### config.mk
export PLATFORM = sky130hd
export DESIGN_NAME = pot_speed_direction_filter_core
export DESIGN_NICKNAME = d
export VERILOG_FILES = /design/src/design/psdf_pkg.sv /design/src/design/pot_speed_direction_filter_core.sv
export SDC_FILE = /design/constraint.sdc
export NUM_CORES = 1
export LEC_CHECK = 0
export ABC_AREA = 1
export BUFFER_PORTS_ARGS = -buffer_cell sky130_fd_sc_hd__buf_2
export CORE_MARGIN = 4
export CORE_UTILIZATION = 55
export CTS_BUF_LIST = sky130_fd_sc_hd__clkbuf_4
export CTS_CLUSTER_SIZE = 24
export DETAILED_ROUTE_END_ITERATION = 8
export PLACE_DENSITY = 0.81
export SYNTH_ARGS = -nofsm -noshare
export SYNTH_HDL_FRONTEND = slang
export SYNTH_SLANG_ARGS = --single-unit
### constraint.sdc
create_clock -name clock -period 9.8 [get_ports clock]
set_input_delay 0.49 -clock clock [delete_from_list [all_inputs] [get_ports clock]]
set_output_delay 0.49 -clock clock [all_outputs]
set_load 0.005 [all_outputs]
### src/design/psdf_pkg.sv
package psdf_pkg;

   // sample grouping
   localparam int SAMPLES_PER_RESULT = 10;
   localparam int SAMPLE_W           = 10;
   localparam int COUNT_W            = 4;
   localparam int SUM_W              = 12;

   // filter and map widths
   localparam int CFG_W      = 8;
   localparam int AVG_W      = 16;
   localparam int SPEED_W    = 7;
   localparam int SPEED_MAX  = 127;

   // shared multiplier operands
   localparam int MUL_A_W    = 12;
   localparam int MUL_B_W    = 16;
   localparam int MUL_P_W    = MUL_A_W + MUL_B_W;

   // group mean as sum times a rounded-up reciprocal
   localparam int MEAN_SHIFT = 15;
   localparam int MEAN_RECIP = (2**MEAN_SHIFT + SAMPLES_PER_RESULT - 1) / SAMPLES_PER_RESULT;

   // bit-serial divider
   localparam int DIV_NUM_W  = 15;
   localparam int DIV_DEN_W  = 8;
   localparam int DIV_STEPS  = DIV_NUM_W;
   localparam int DIV_STEP_W = $clog2(DIV_STEPS);

   // register indexes
   localparam int CSR_IDX_W     = 2;
   localparam logic [CSR_IDX_W-1:0] CSR_ALPHA_Q8  = 2'd0;
   localparam logic [CSR_IDX_W-1:0] CSR_DEAD_LOW  = 2'd1;
   localparam logic [CSR_IDX_W-1:0] CSR_DEAD_HIGH = 2'd2;
   localparam logic [CSR_IDX_W-1:0] CSR_FULL_HIGH = 2'd3;

   // register reset values
   localparam logic [CFG_W-1:0] ALPHA_Q8_RST  = 8'd230;
   localparam logic [CFG_W-1:0] DEAD_LOW_RST  = 8'd117;
   localparam logic [CFG_W-1:0] DEAD_HIGH_RST = 8'd137;
   localparam logic [CFG_W-1:0] FULL_HIGH_RST = 8'd240;

endpackage

### src/design/pot_speed_direction_filter_core.sv
// Speed and direction filter for a center-off potentiometer. Every request
// carries one 10-bit ADC sample; each is divided by 4 and summed, and every
// tenth request yields one response: the group mean drives a Q8.8 leaky
// average (weight alpha_q8/256 on the old value), and its integer part is
// mapped to a speed magnitude 0..127 and a reverse flag around the dead band
// [dead_low, dead_high], with full forward at full_high. A request that does
// not close a group is taken without a stall, even while a response waits
// in the output register. The tenth request keeps req_stall high until its
// response is loaded into that register, which also waits while the
// previous response is still held there: one shared 12x16 multiplier forms
// the group mean by a reciprocal, updates the average and scales by 127, and
// a one-bit-per-cycle divider runs 15 steps for the speed map, skipped in
// the dead band or for a zero forward span. Configuration writes are always
// ready; the user must keep them to idle time; the block does not enforce it.
module pot_speed_direction_filter_core (
   input  logic                                  clock,
   input  logic                                  reset,
   input  logic                                  req_valid,
   output logic                                  req_stall,
   input  logic [psdf_pkg::SAMPLE_W-1:0]         req_adc_sample,
   output logic                                  rsp_valid,
   input  logic                                  rsp_stall,
   output logic [psdf_pkg::SPEED_W-1:0]          rsp_speed,
   output logic                                  rsp_reverse,
   input  logic                                  csr_valid,
   output logic                                  csr_ready,
   input  logic [psdf_pkg::CSR_IDX_W-1:0]        csr_index,
   input  logic [psdf_pkg::CFG_W-1:0]            csr_wdata
);

   localparam logic [2:0] S_IDLE     = 3'd0;
   localparam logic [2:0] S_MEAN_MUL = 3'd1;
   localparam logic [2:0] S_MUL_OLD  = 3'd2;
   localparam logic [2:0] S_MUL_NEW  = 3'd3;
   localparam logic [2:0] S_CLASS    = 3'd4;
   localparam logic [2:0] S_MAP_DIV  = 3'd5;
   localparam logic [2:0] S_FIN      = 3'd6;
   localparam logic [2:0] S_OUT      = 3'd7;

   localparam int CFG_W  = psdf_pkg::CFG_W;
   localparam int NUM_W  = psdf_pkg::DIV_NUM_W;
   localparam int DEN_W  = psdf_pkg::DIV_DEN_W;
   localparam int SUM_W  = psdf_pkg::SUM_W;
   localparam int CNT_W  = psdf_pkg::COUNT_W;
   localparam int AVG_W  = psdf_pkg::AVG_W;
   localparam int SPD_W  = psdf_pkg::SPEED_W;
   localparam int STP_W  = psdf_pkg::DIV_STEP_W;

   // configuration
   logic [CFG_W-1:0] alpha_ff, alpha_in;
   logic [CFG_W-1:0] dlow_ff, dlow_in;
   logic [CFG_W-1:0] dhigh_ff, dhigh_in;
   logic [CFG_W-1:0] fhigh_ff, fhigh_in;

   // control and state
   logic [2:0]       state_ff, state_in;
   logic [SUM_W-1:0] sum_ff, sum_in;
   logic [CNT_W-1:0] count_ff, count_in;
   logic [AVG_W-1:0] avg_ff, avg_in;
   logic [STP_W-1:0] step_ff, step_in;
   logic             rev_low_ff, rev_low_in;
   logic             den_neg_ff, den_neg_in;
   logic             rsp_valid_ff, rsp_valid_in;

   // datapath
   logic [NUM_W-1:0]              quo_ff, quo_in;
   logic [DEN_W-1:0]              rem_ff, rem_in;
   logic [DEN_W-1:0]              div_ff, div_in;
   logic [psdf_pkg::MUL_P_W-2:0]  acc_ff, acc_in;
   logic [SPD_W-1:0]              res_speed_ff, res_speed_in;
   logic                          res_rev_ff, res_rev_in;
   logic [SPD_W-1:0]              rsp_speed_ff, rsp_speed_in;
   logic                          rsp_rev_ff, rsp_rev_in;

   // shared multiplier
   logic [psdf_pkg::MUL_A_W-1:0]  mul_a;
   logic [psdf_pkg::MUL_B_W-1:0]  mul_b;
   logic [psdf_pkg::MUL_P_W-1:0]  mul_p;
   logic [psdf_pkg::MUL_P_W-1:0]  mac_sum;

   // divider step
   logic [DEN_W:0]   div_trial;
   logic [DEN_W+1:0] div_diff;
   logic             div_ge;
   logic             div_last;

   // classification
   logic [CFG_W-1:0] avg_int;
   logic [CFG_W-1:0] fwd_off;
   logic [CFG_W:0]   fwd_den;
   logic [CFG_W-1:0] fwd_den_abs;
   logic             below;
   logic             in_band;

   logic             req_accept;
   logic             out_free;
   logic [SUM_W-1:0] sum_next;
   logic [CNT_W-1:0] count_next;

   assign req_stall   = (state_ff != S_IDLE);
   assign req_accept  = req_valid && !req_stall;
   assign csr_ready   = 1'b1;
   assign rsp_valid   = rsp_valid_ff;
   assign rsp_speed   = rsp_speed_ff;
   assign rsp_reverse = rsp_rev_ff;
   assign out_free    = !rsp_valid_ff || !rsp_stall;

   assign sum_next   = sum_ff + SUM_W'(req_adc_sample[psdf_pkg::SAMPLE_W-1:2]);
   assign count_next = count_ff + CNT_W'(1);

   assign avg_int     = avg_ff[AVG_W-1:AVG_W-CFG_W];
   assign below       = (avg_int < dlow_ff);
   assign in_band     = !below && (avg_int <= dhigh_ff);
   assign fwd_off     = avg_int - dhigh_ff;
   assign fwd_den     = {1'b0, fhigh_ff} - {1'b0, dhigh_ff};
   assign fwd_den_abs = fwd_den[CFG_W] ? CFG_W'(-fwd_den) : fwd_den[CFG_W-1:0];

   always_comb begin
      case (state_ff)
         S_MEAN_MUL: begin
            // group sum held in quo_ff
            mul_a = psdf_pkg::MUL_A_W'(quo_ff[SUM_W-1:0]);
            mul_b = psdf_pkg::MUL_B_W'(psdf_pkg::MEAN_RECIP);
         end
         S_MUL_OLD: begin
            mul_a = psdf_pkg::MUL_A_W'(alpha_ff);
            mul_b = avg_ff;
         end
         S_MUL_NEW: begin
            // (256 - alpha) * (mean << 8)
            mul_a = psdf_pkg::MUL_A_W'(9'd256 - {1'b0, alpha_ff});
            mul_b = {quo_ff[CFG_W-1:0], 8'h00};
         end
         default: begin
            mul_a = psdf_pkg::MUL_A_W'(psdf_pkg::SPEED_MAX);
            mul_b = psdf_pkg::MUL_B_W'(below ? avg_int : fwd_off);
         end
      endcase
      mul_p = mul_a * mul_b;
   end

   assign mac_sum = mul_p + psdf_pkg::MUL_P_W'(acc_ff);

   // restoring division, one quotient bit per cycle
   assign div_trial = {rem_ff, quo_ff[NUM_W-1]};
   assign div_diff  = {1'b0, div_trial} - {2'b00, div_ff};
   assign div_ge    = !div_diff[DEN_W+1];
   assign div_last  = (step_ff == STP_W'(psdf_pkg::DIV_STEPS - 1));

   always_comb begin
      alpha_in = alpha_ff;
      dlow_in  = dlow_ff;
      dhigh_in = dhigh_ff;
      fhigh_in = fhigh_ff;
      if (csr_valid && csr_ready) begin
         case (csr_index)
            psdf_pkg::CSR_ALPHA_Q8:  alpha_in = csr_wdata;
            psdf_pkg::CSR_DEAD_LOW:  dlow_in  = csr_wdata;
            psdf_pkg::CSR_DEAD_HIGH: dhigh_in = csr_wdata;
            psdf_pkg::CSR_FULL_HIGH: fhigh_in = csr_wdata;
            default: ;
         endcase
      end
   end

   always_comb begin
      state_in     = state_ff;
      sum_in       = sum_ff;
      count_in     = count_ff;
      avg_in       = avg_ff;
      step_in      = step_ff;
      rev_low_in   = rev_low_ff;
      den_neg_in   = den_neg_ff;
      quo_in       = quo_ff;
      rem_in       = rem_ff;
      div_in       = div_ff;
      acc_in       = acc_ff;
      res_speed_in = res_speed_ff;
      res_rev_in   = res_rev_ff;
      rsp_valid_in = rsp_valid_ff && rsp_stall;
      rsp_speed_in = rsp_speed_ff;
      rsp_rev_in   = rsp_rev_ff;

      case (state_ff)
         S_IDLE: begin
            if (req_accept) begin
               if (count_next == CNT_W'(psdf_pkg::SAMPLES_PER_RESULT)) begin
                  sum_in   = '0;
                  count_in = '0;
                  quo_in   = NUM_W'(sum_next);
                  state_in = S_MEAN_MUL;
               end else begin
                  sum_in   = sum_next;
                  count_in = count_next;
               end
            end
         end
         S_MEAN_MUL: begin
            quo_in   = NUM_W'(mul_p[psdf_pkg::MEAN_SHIFT +: CFG_W]);
            state_in = S_MUL_OLD;
         end
         S_MAP_DIV: begin
            rem_in  = div_ge ? div_diff[DEN_W-1:0] : div_trial[DEN_W-1:0];
            quo_in  = {quo_ff[NUM_W-2:0], div_ge};
            step_in = step_ff + STP_W'(1);
            if (div_last) begin
               state_in = S_FIN;
            end
         end
         S_MUL_OLD: begin
            acc_in   = mul_p[psdf_pkg::MUL_P_W-2:0];
            state_in = S_MUL_NEW;
         end
         S_MUL_NEW: begin
            avg_in   = mac_sum[AVG_W+7:8];
            state_in = S_CLASS;
         end
         S_CLASS: begin
            quo_in  = mul_p[NUM_W-1:0];
            rem_in  = '0;
            step_in = '0;
            if (in_band) begin
               res_speed_in = '0;
               res_rev_in   = 1'b0;
               state_in     = S_OUT;
            end else if (below) begin
               div_in     = dlow_ff;
               rev_low_in = 1'b1;
               state_in   = S_MAP_DIV;
            end else if (fwd_den == '0) begin
               // zero forward span saturates to full forward
               res_speed_in = SPD_W'(psdf_pkg::SPEED_MAX);
               res_rev_in   = 1'b0;
               state_in     = S_OUT;
            end else begin
               div_in     = fwd_den_abs;
               rev_low_in = 1'b0;
               den_neg_in = fwd_den[CFG_W];
               state_in   = S_MAP_DIV;
            end
         end
         S_FIN: begin
            if (rev_low_ff) begin
               // quotient is below 127 on the reverse side
               res_speed_in = SPD_W'(psdf_pkg::SPEED_MAX) - quo_ff[SPD_W-1:0];
               res_rev_in   = 1'b1;
            end else begin
               res_speed_in = (|quo_ff[NUM_W-1:SPD_W]) ? SPD_W'(psdf_pkg::SPEED_MAX)
                                                        : quo_ff[SPD_W-1:0];
               res_rev_in   = den_neg_ff && (quo_ff != '0);
            end
            state_in = S_OUT;
         end
         S_OUT: begin
            if (out_free) begin
               rsp_valid_in = 1'b1;
               rsp_speed_in = res_speed_ff;
               rsp_rev_in   = res_rev_ff;
               state_in     = S_IDLE;
            end
         end
         default: begin
            state_in = S_IDLE;
         end
      endcase
   end

   always_ff @(posedge clock) begin
      if (reset) begin
         alpha_ff     <= psdf_pkg::ALPHA_Q8_RST;
         dlow_ff      <= psdf_pkg::DEAD_LOW_RST;
         dhigh_ff     <= psdf_pkg::DEAD_HIGH_RST;
         fhigh_ff     <= psdf_pkg::FULL_HIGH_RST;
         state_ff     <= S_IDLE;
         sum_ff       <= '0;
         count_ff     <= '0;
         avg_ff       <= '0;
         step_ff      <= '0;
         rev_low_ff   <= 1'b0;
         den_neg_ff   <= 1'b0;
         rsp_valid_ff <= 1'b0;
      end else begin
         alpha_ff     <= alpha_in;
         dlow_ff      <= dlow_in;
         dhigh_ff     <= dhigh_in;
         fhigh_ff     <= fhigh_in;
         state_ff     <= state_in;
         sum_ff       <= sum_in;
         count_ff     <= count_in;
         avg_ff       <= avg_in;
         step_ff      <= step_in;
         rev_low_ff   <= rev_low_in;
         den_neg_ff   <= den_neg_in;
         rsp_valid_ff <= rsp_valid_in;
      end
   end

   always_ff @(posedge clock) begin
      quo_ff       <= quo_in;
      rem_ff       <= rem_in;
      div_ff       <= div_in;
      acc_ff       <= acc_in;
      res_speed_ff <= res_speed_in;
      res_rev_ff   <= res_rev_in;
      rsp_speed_ff <= rsp_speed_in;
      rsp_rev_ff   <= rsp_rev_in;
   end

endmodule

# ---- Word-level counts from Yosys, hierarchy flattened
# Index checks and enable logic that the tools add are counted.
# W data, S select, Z words.
dict set report op_classes {
  n_mul 1
  mux 37
  n_bitwise 3
  order_cmp 2
  n_eq_ne 19
  add_sub_neg 10
  n_reduce_logical 30
}
# cell n
set op_table {}
lappend op_table {{$pmux W15 S4} 1}
lappend op_table {{$pmux W16 S3} 1}
lappend op_table {{$mux W8} 5}
lappend op_table {{$pmux W12 S3} 1}
lappend op_table {{$mux W7} 5}
lappend op_table {{$mux W15} 2}
lappend op_table {{$add A24 B24 Y24} 1}
lappend op_table {{$mul A12 B16 Y24} 1}
lappend op_table {{$pmux W3 S8} 1}
lappend op_table {{$pmux W8 S2} 1}
lappend op_table {{$reduce_bool A15 Y1} 1}
lappend op_table {{$pmux W7 S2} 1}
lappend op_table {{$add A12 B8 Y12} 1}
lappend op_table {{$eq A3 B3 Y1 const B} 4}
lappend op_table {{$mux W12} 1}
lappend op_table {{$mux W3} 4}
lappend op_table {{$reduce_and A2 Y1} 6}
lappend op_table {{$ne A2 B2 Y1 const B} 5}
lappend op_table {{$sub A9 B8 Y10} 1}
lappend op_table {{$sub A9 B8 Y10 const A} 1}
lappend op_table {{$logic_not A9 Y1} 1}
lappend op_table {{$reduce_and A3 Y1} 3}
lappend op_table {{$sub A8 B8 Y9} 1}
lappend op_table {{$add A4 B1 Y4 const B} 2}
lappend op_table {{27 further kinds} 51}
dict set report word_totals {
  register_bits 145
  word_cells 122
  out_inout_bits 11
  in_bits 25
}

# ---- Depth between registers and ports, before layout
dict set report depth {
  ltp_word 6
  depth_mapped 50
  depth_no_buf 49
}

# ---- Worst setup path after synthesis
# Ideal clock, no wire load.
dict set report synth_path {
  path_type {register to register}
  startpoint {register dhigh_ff[2]}
  endpoint {register avg_ff[14]}
  arrival_ns 7.207
  path_slack_ns 2.476
  stages_incl_launch_ff 45
  required_ns 9.683
  setup_time_ns 0.117
  cell_sequence {dfxtp_1 inv_1 ha_1 nand2_1 o21ai_0 a21oi_1 o21ai_0 nand2_1 nand2_1 a21oi_1 xor2_1 nand2_1 o211ai_1 o211ai_1 inv_1 nand2_1 fa_1 fa_1 [9 not listed] nand2_1 nand4_1 a21oi_2 o21ai_1 a21boi_1 o21ai_1 xor2_1 ha_1 nand2_1 inv_1 nand3_1 inv_1 a21oi_1 o21ai_0 a21oi_1 a21oi_1 nor2_1 nor2_1}
}
dict set report synth_via {
  elab_chain_cells 5
}
# item line_no
set synth_rtl {}
lappend synth_rtl {{from (decl)} pot_speed_direction_filter_core.sv:52} ;# logic [CFG_W-1:0] dhigh_ff, dhigh_in;
lappend synth_rtl {{from (signal assigned)} pot_speed_direction_filter_core.sv:272} ;# dhigh_ff <= psdf_pkg::DEAD_HIGH_RST;
lappend synth_rtl {{from (signal assigned)} pot_speed_direction_filter_core.sv:285} ;# dhigh_ff <= dhigh_in;
lappend synth_rtl {{$sub A8 B8 Y8} pot_speed_direction_filter_core.sv:114} ;# assign fwd_off = avg_int - dhigh_ff;
lappend synth_rtl {{$mux W8} pot_speed_direction_filter_core.sv:136} ;# mul_b = psdf_pkg::MUL_B_W'(below ? avg_int : fwd_off);
lappend synth_rtl {{$pmux W16 S3} pot_speed_direction_filter_core.sv:119} ;# case (state_ff)
lappend synth_rtl {{$mul A12 B16 Y24} pot_speed_direction_filter_core.sv:139} ;# mul_p = mul_a * mul_b;
lappend synth_rtl {{named net mul_p, one bit} pot_speed_direction_filter_core.sv:78} ;# logic [psdf_pkg::MUL_P_W-1:0] mul_p;
lappend synth_rtl {{$add A24 B24 Y24} pot_speed_direction_filter_core.sv:142} ;# assign mac_sum = mul_p + psdf_pkg::MUL_P_W'(acc_ff);
lappend synth_rtl {{to (signal assigned)} pot_speed_direction_filter_core.sv:290} ;# avg_ff <= avg_in;
lappend synth_rtl {{to (decl)} pot_speed_direction_filter_core.sv:59} ;# logic [AVG_W-1:0] avg_ff, avg_in;
# The timed path passes the listed nets, and every way through them passes these cells.
# A chain may end at the register's enable or synchronous reset.

# ---- Worst setup path in the final report
dict set report layout_path {
  startpoint {register avg_ff[13]}
  endpoint {register avg_ff[11]}
}
dict set report layout_via {
  elab_chain_cells 5
  word_cells_on_any_way 6
  classes_between {add/sub (2); mul (1); order compare (1); mux (2)}
}
# item line_no
set layout_rtl {}
lappend layout_rtl {{$sub A8 B8 Y8 or $lt A8 B8 Y1 (tied branches)} {pot_speed_direction_filter_core.sv:114, pot_speed_direction_filter_core.sv:112}}
lappend layout_rtl {{$mux W8} pot_speed_direction_filter_core.sv:136}
lappend layout_rtl {{$pmux W16 S3 *} pot_speed_direction_filter_core.sv:119}
lappend layout_rtl {{$mul A12 B16 Y24 *} pot_speed_direction_filter_core.sv:139}
lappend layout_rtl {{named net mul_p, one bit} pot_speed_direction_filter_core.sv:78}
lappend layout_rtl {{$add A24 B24 Y24 *} pot_speed_direction_filter_core.sv:142}
# Mark *: on every way through the listed nets, which the timed path passes. The rest lies on a longest branch.

==> impl_metrics.csv <==
group,metric,value,unit
worst_setup_path,worstPathMaxFanout,24,
yosys,synth.largest_area_cell,"fa_1",
yosys,syn_area,14360,µm²
clock_network,clk-insertion-delay-late,580,ps
detailed_routing,antenna_left,0,
detailed_routing,via_per_inst,5.591,
timing,setup_viol,0,
timing,relSlewSlack,0.2156,
clock_network,htree_levels,4,
detailed_routing,postRouteWirelength,37.43,mm
pwr,p_leak,0.007325,µW
timing,slew_violations,0,
detailed_routing,wl_per_cell,17.03,µm
final_layout,final_cell_count_no_fill,2198,
clock_network,post_cts_resize_count,0,
worst_setup_path,worst_ep_required_time,10230,ps
global_routing,grt_max_degree,34,
clock_network,cts_tree,"done",
status,outcome,"completed",
detailed_routing,drt_pass1_iterations,5,
yosys,synth_commonest_cells,"inv_1, nand2_1, a21oi_1, fa_1, nor2_1",
yosys,synth.top_cell.area_share,0.1938,
global_routing,grt_use_total,0.2655,
timing,rsz0062_at_grt,"false",
global_routing,grt_pass1_wl,60.73,mm
min_path,min_path_type,"primary input to flop",
worst_setup_path,cp_data_arrival_time,9310,ps
clock_network,postCtsSetupBuffers,0,
die,core.rowCount,58,
timing,worst_pin_slew,1168,ps
clock_network,ctsHoldBuffers,0,
timing,fin_worst_skew,36.39,ps
timing,fin_crit_sh,0.9065,
detailed_routing,dr.first_iter.drc_count,1115,
pwr,p_per_area,88.60,nW/µm²
yosys,ys_seq_elements,145,
placement,placed_cells,2165,
global_routing,grt_pass1_vias,11992,
worst_setup_path,startpoint_type,"flop",
detailed_routing,drc_errors,0,
clock_network,clock-sinks,145,
yosys,yosysMostFrequentCell,"inv_1",
timing,hold_viol,0,
clock_network,cts_buffer_depth,2,
final_layout,final_net_count,2135,
clock_network,root_buffer,"clkbuf_4",
yosys,synth_area_leaders,"fa_1, edfxtp_1, dfxtp_1",
worst_setup_path,critical_path.slowest_cell,"inv_1",
yosys,synth_top_flop_cell,"dfxtp_1",
timing,final.setup.tns,0,ps
die,core_area,25400,µm²
yosys,postSynthCellCount,1806,
timing,fin_crit,8883,ps
yosys,syn_area_per_cell,7.951,µm²
die,fp.dieW,169.6,µm
yosys,yosysWarnings,0,
run,max_cap_viol_count,0,
worst_setup_path,cp-end-kind,"flop",
placement,portBuffers,32,
placement,dpl.hpwl,30.13,mm
placement,gp_congestion,1.026,
worst_setup_path,path_common_cell,"nand2_1",
timing,clock.fmax,112.6,MHz
yosys,synthArstFlopShare,0,
die,start_util,0.5654,
clock_network,clkSlewWorstSetupHoldPaths,150,ps
worst_setup_path,path_class,"flop to flop",
final_layout,final_util,0.5983,
pwr,ir_drop,0.08321,mV
die,die-area,28760,µm²
global_routing,antenna_found_initial,1,
yosys,yosysUniqueCellTypes,61,
worst_setup_path,slowest_delay,610,ps
die,pin_count,36,
final_layout,num-fill-cells,2282,
yosys,synth_edf_count,71,
clock_network,cts_made_buffers,17,
die,die_y,169.6,µm
final_layout,area_growth,5.829,%
global_routing,grt_overflow,0,
final_layout,drive_gt1_frac,0.05999,
yosys,yosysSeqAreaShare,0.2516,
detailed_routing,vias,12289,
-- cell usage in the layout, fill, tap and decap left out, drive strengths merged, types with 4 or more instances in the layout --
cell,netlist,routed
edfxtp,71,71
nor2,135,135
a31oi,6,6
buf,15,48
nand2,373,373
inv,377,384
o221ai,7,7
nand3,62,62
a21o,4,4
conb,2,22
o21a,5,5
a22oi,7,7
fa,139,139
o22ai,4,4
dfxtp,74,74
o21bai,4,4
a221oi,5,5
nand4,15,15
ha,117,117
o211ai,19,19
xor2,40,40
clkbuf,24,17
a21oi,146,146
o21ai,94,94
clkinv,1,6
nor4,5,5
xnor2,16,16
or2,5,5
nor3,11,11
a211oi,7,7
-- state kept, by name (all words and copies together) (netlist names), 8 cells and up --
register and flops:
acc_ff 24, avg_ff 16, quo_ff 15, sum_ff 12, alpha_ff 8, dhigh_ff 8, div_ff 8, dlow_ff 8
fhigh_ff 8, rem_ff 8
-- final timing paths --
kind         cells after the start                        to  slack, ps                      from
max                             39   avg_ff[11]$_SDFFE_PP0N_        920   avg_ff[13]$_SDFFE_PP0N_
max reg2reg                     39   avg_ff[11]$_SDFFE_PP0N_        920   avg_ff[13]$_SDFFE_PP0N_
min reg2reg                      0     rsp_reverse$_DFFE_PP_        440  res_rev_ff$_SDFFCE_PN0P_
min                              3  alpha_ff[5]$_SDFFE_PP1P_        200              csr_wdata[5]
-- stage by stage --
| step | hold WS [ps] | worst slack [ps] | instance area (µm²) | total power (µW) |
|---|---|---|---|---|
| detailed placement | 404.5 | 1117 | 14940 | 998.0 |
| CTS | 153.0 | 1036 | 15190 | 1349 |
| global placement | 405.5 | 1232 | 14940 | 988.0 |
| finish | 203.6 | 916.7 | 15200 | 1346 |
| global route | 154.9 | 185.6 | 15200 | 1425 |
| floorplan | 400.3 | 2476 | 14440 | 909.4 |
-- worst max-delay path, delay by kind of cell (launching register included) --
family | cells | cell delay, ps
AND/OR/NAND/NOR | 19 | 2530
adder cells (fa/ha/maj) | 8 | 3710
buffers and inverters | 7 | 1170
AO/OA/AOI/OAI | 5 | 810
flip-flops | 1 | 540
-- per-layer routing --
layer	GRT usage	vias to the layer above	routed length, µm
met3	0.04938	72	3080
li1	-	5845	-
met4	0.08645	0	1001
met2	0.4317	535	17560
met5	0	-	0
met1	0.3614	5837	15780
-- where the power goes --
part           internal [µW]  switching (µW)  leakage (µW)
registers                650            8.32       0.00124
clock network            107             247      0.000132
logic                    118             216       0.00595
total                    875             471       0.00733
-- cell families (layout without fill, tap and decap cells) --
family | Yosys count | in the layout | synth area share
adder cells (fa/ha/maj) | 256 | 256 | 0.2957
AND/OR/NAND/NOR | 610 | 610 | 0.1761
buffers and inverters | 417 | 458 | 0.1124
flip-flops | 145 | 145 | 0.2516
other | 2 | 23 | 0.0005230
AO/OA/AOI/OAI | 320 | 320 | 0.1284
XOR/XNOR | 56 | 56 | 0.03520
-- area by class of cell --
class / count / area (µm²) / share of cell area
clock buffer: 17 / 127.6 / 0.008398
multi-input combinational: 1264 / 9208 / 0.6059
antenna: 1 / 2.502 / 0.0001647
inverter: 378 / 1426 / 0.09386
tap: 330 / 412.9 / 0.02717
sequential: 145 / 3613 / 0.2378
timing repair buffer: 48 / 280.3 / 0.01844
clock inverter: 15 / 126.4 / 0.008315
(Power assumes the default switching activity.)
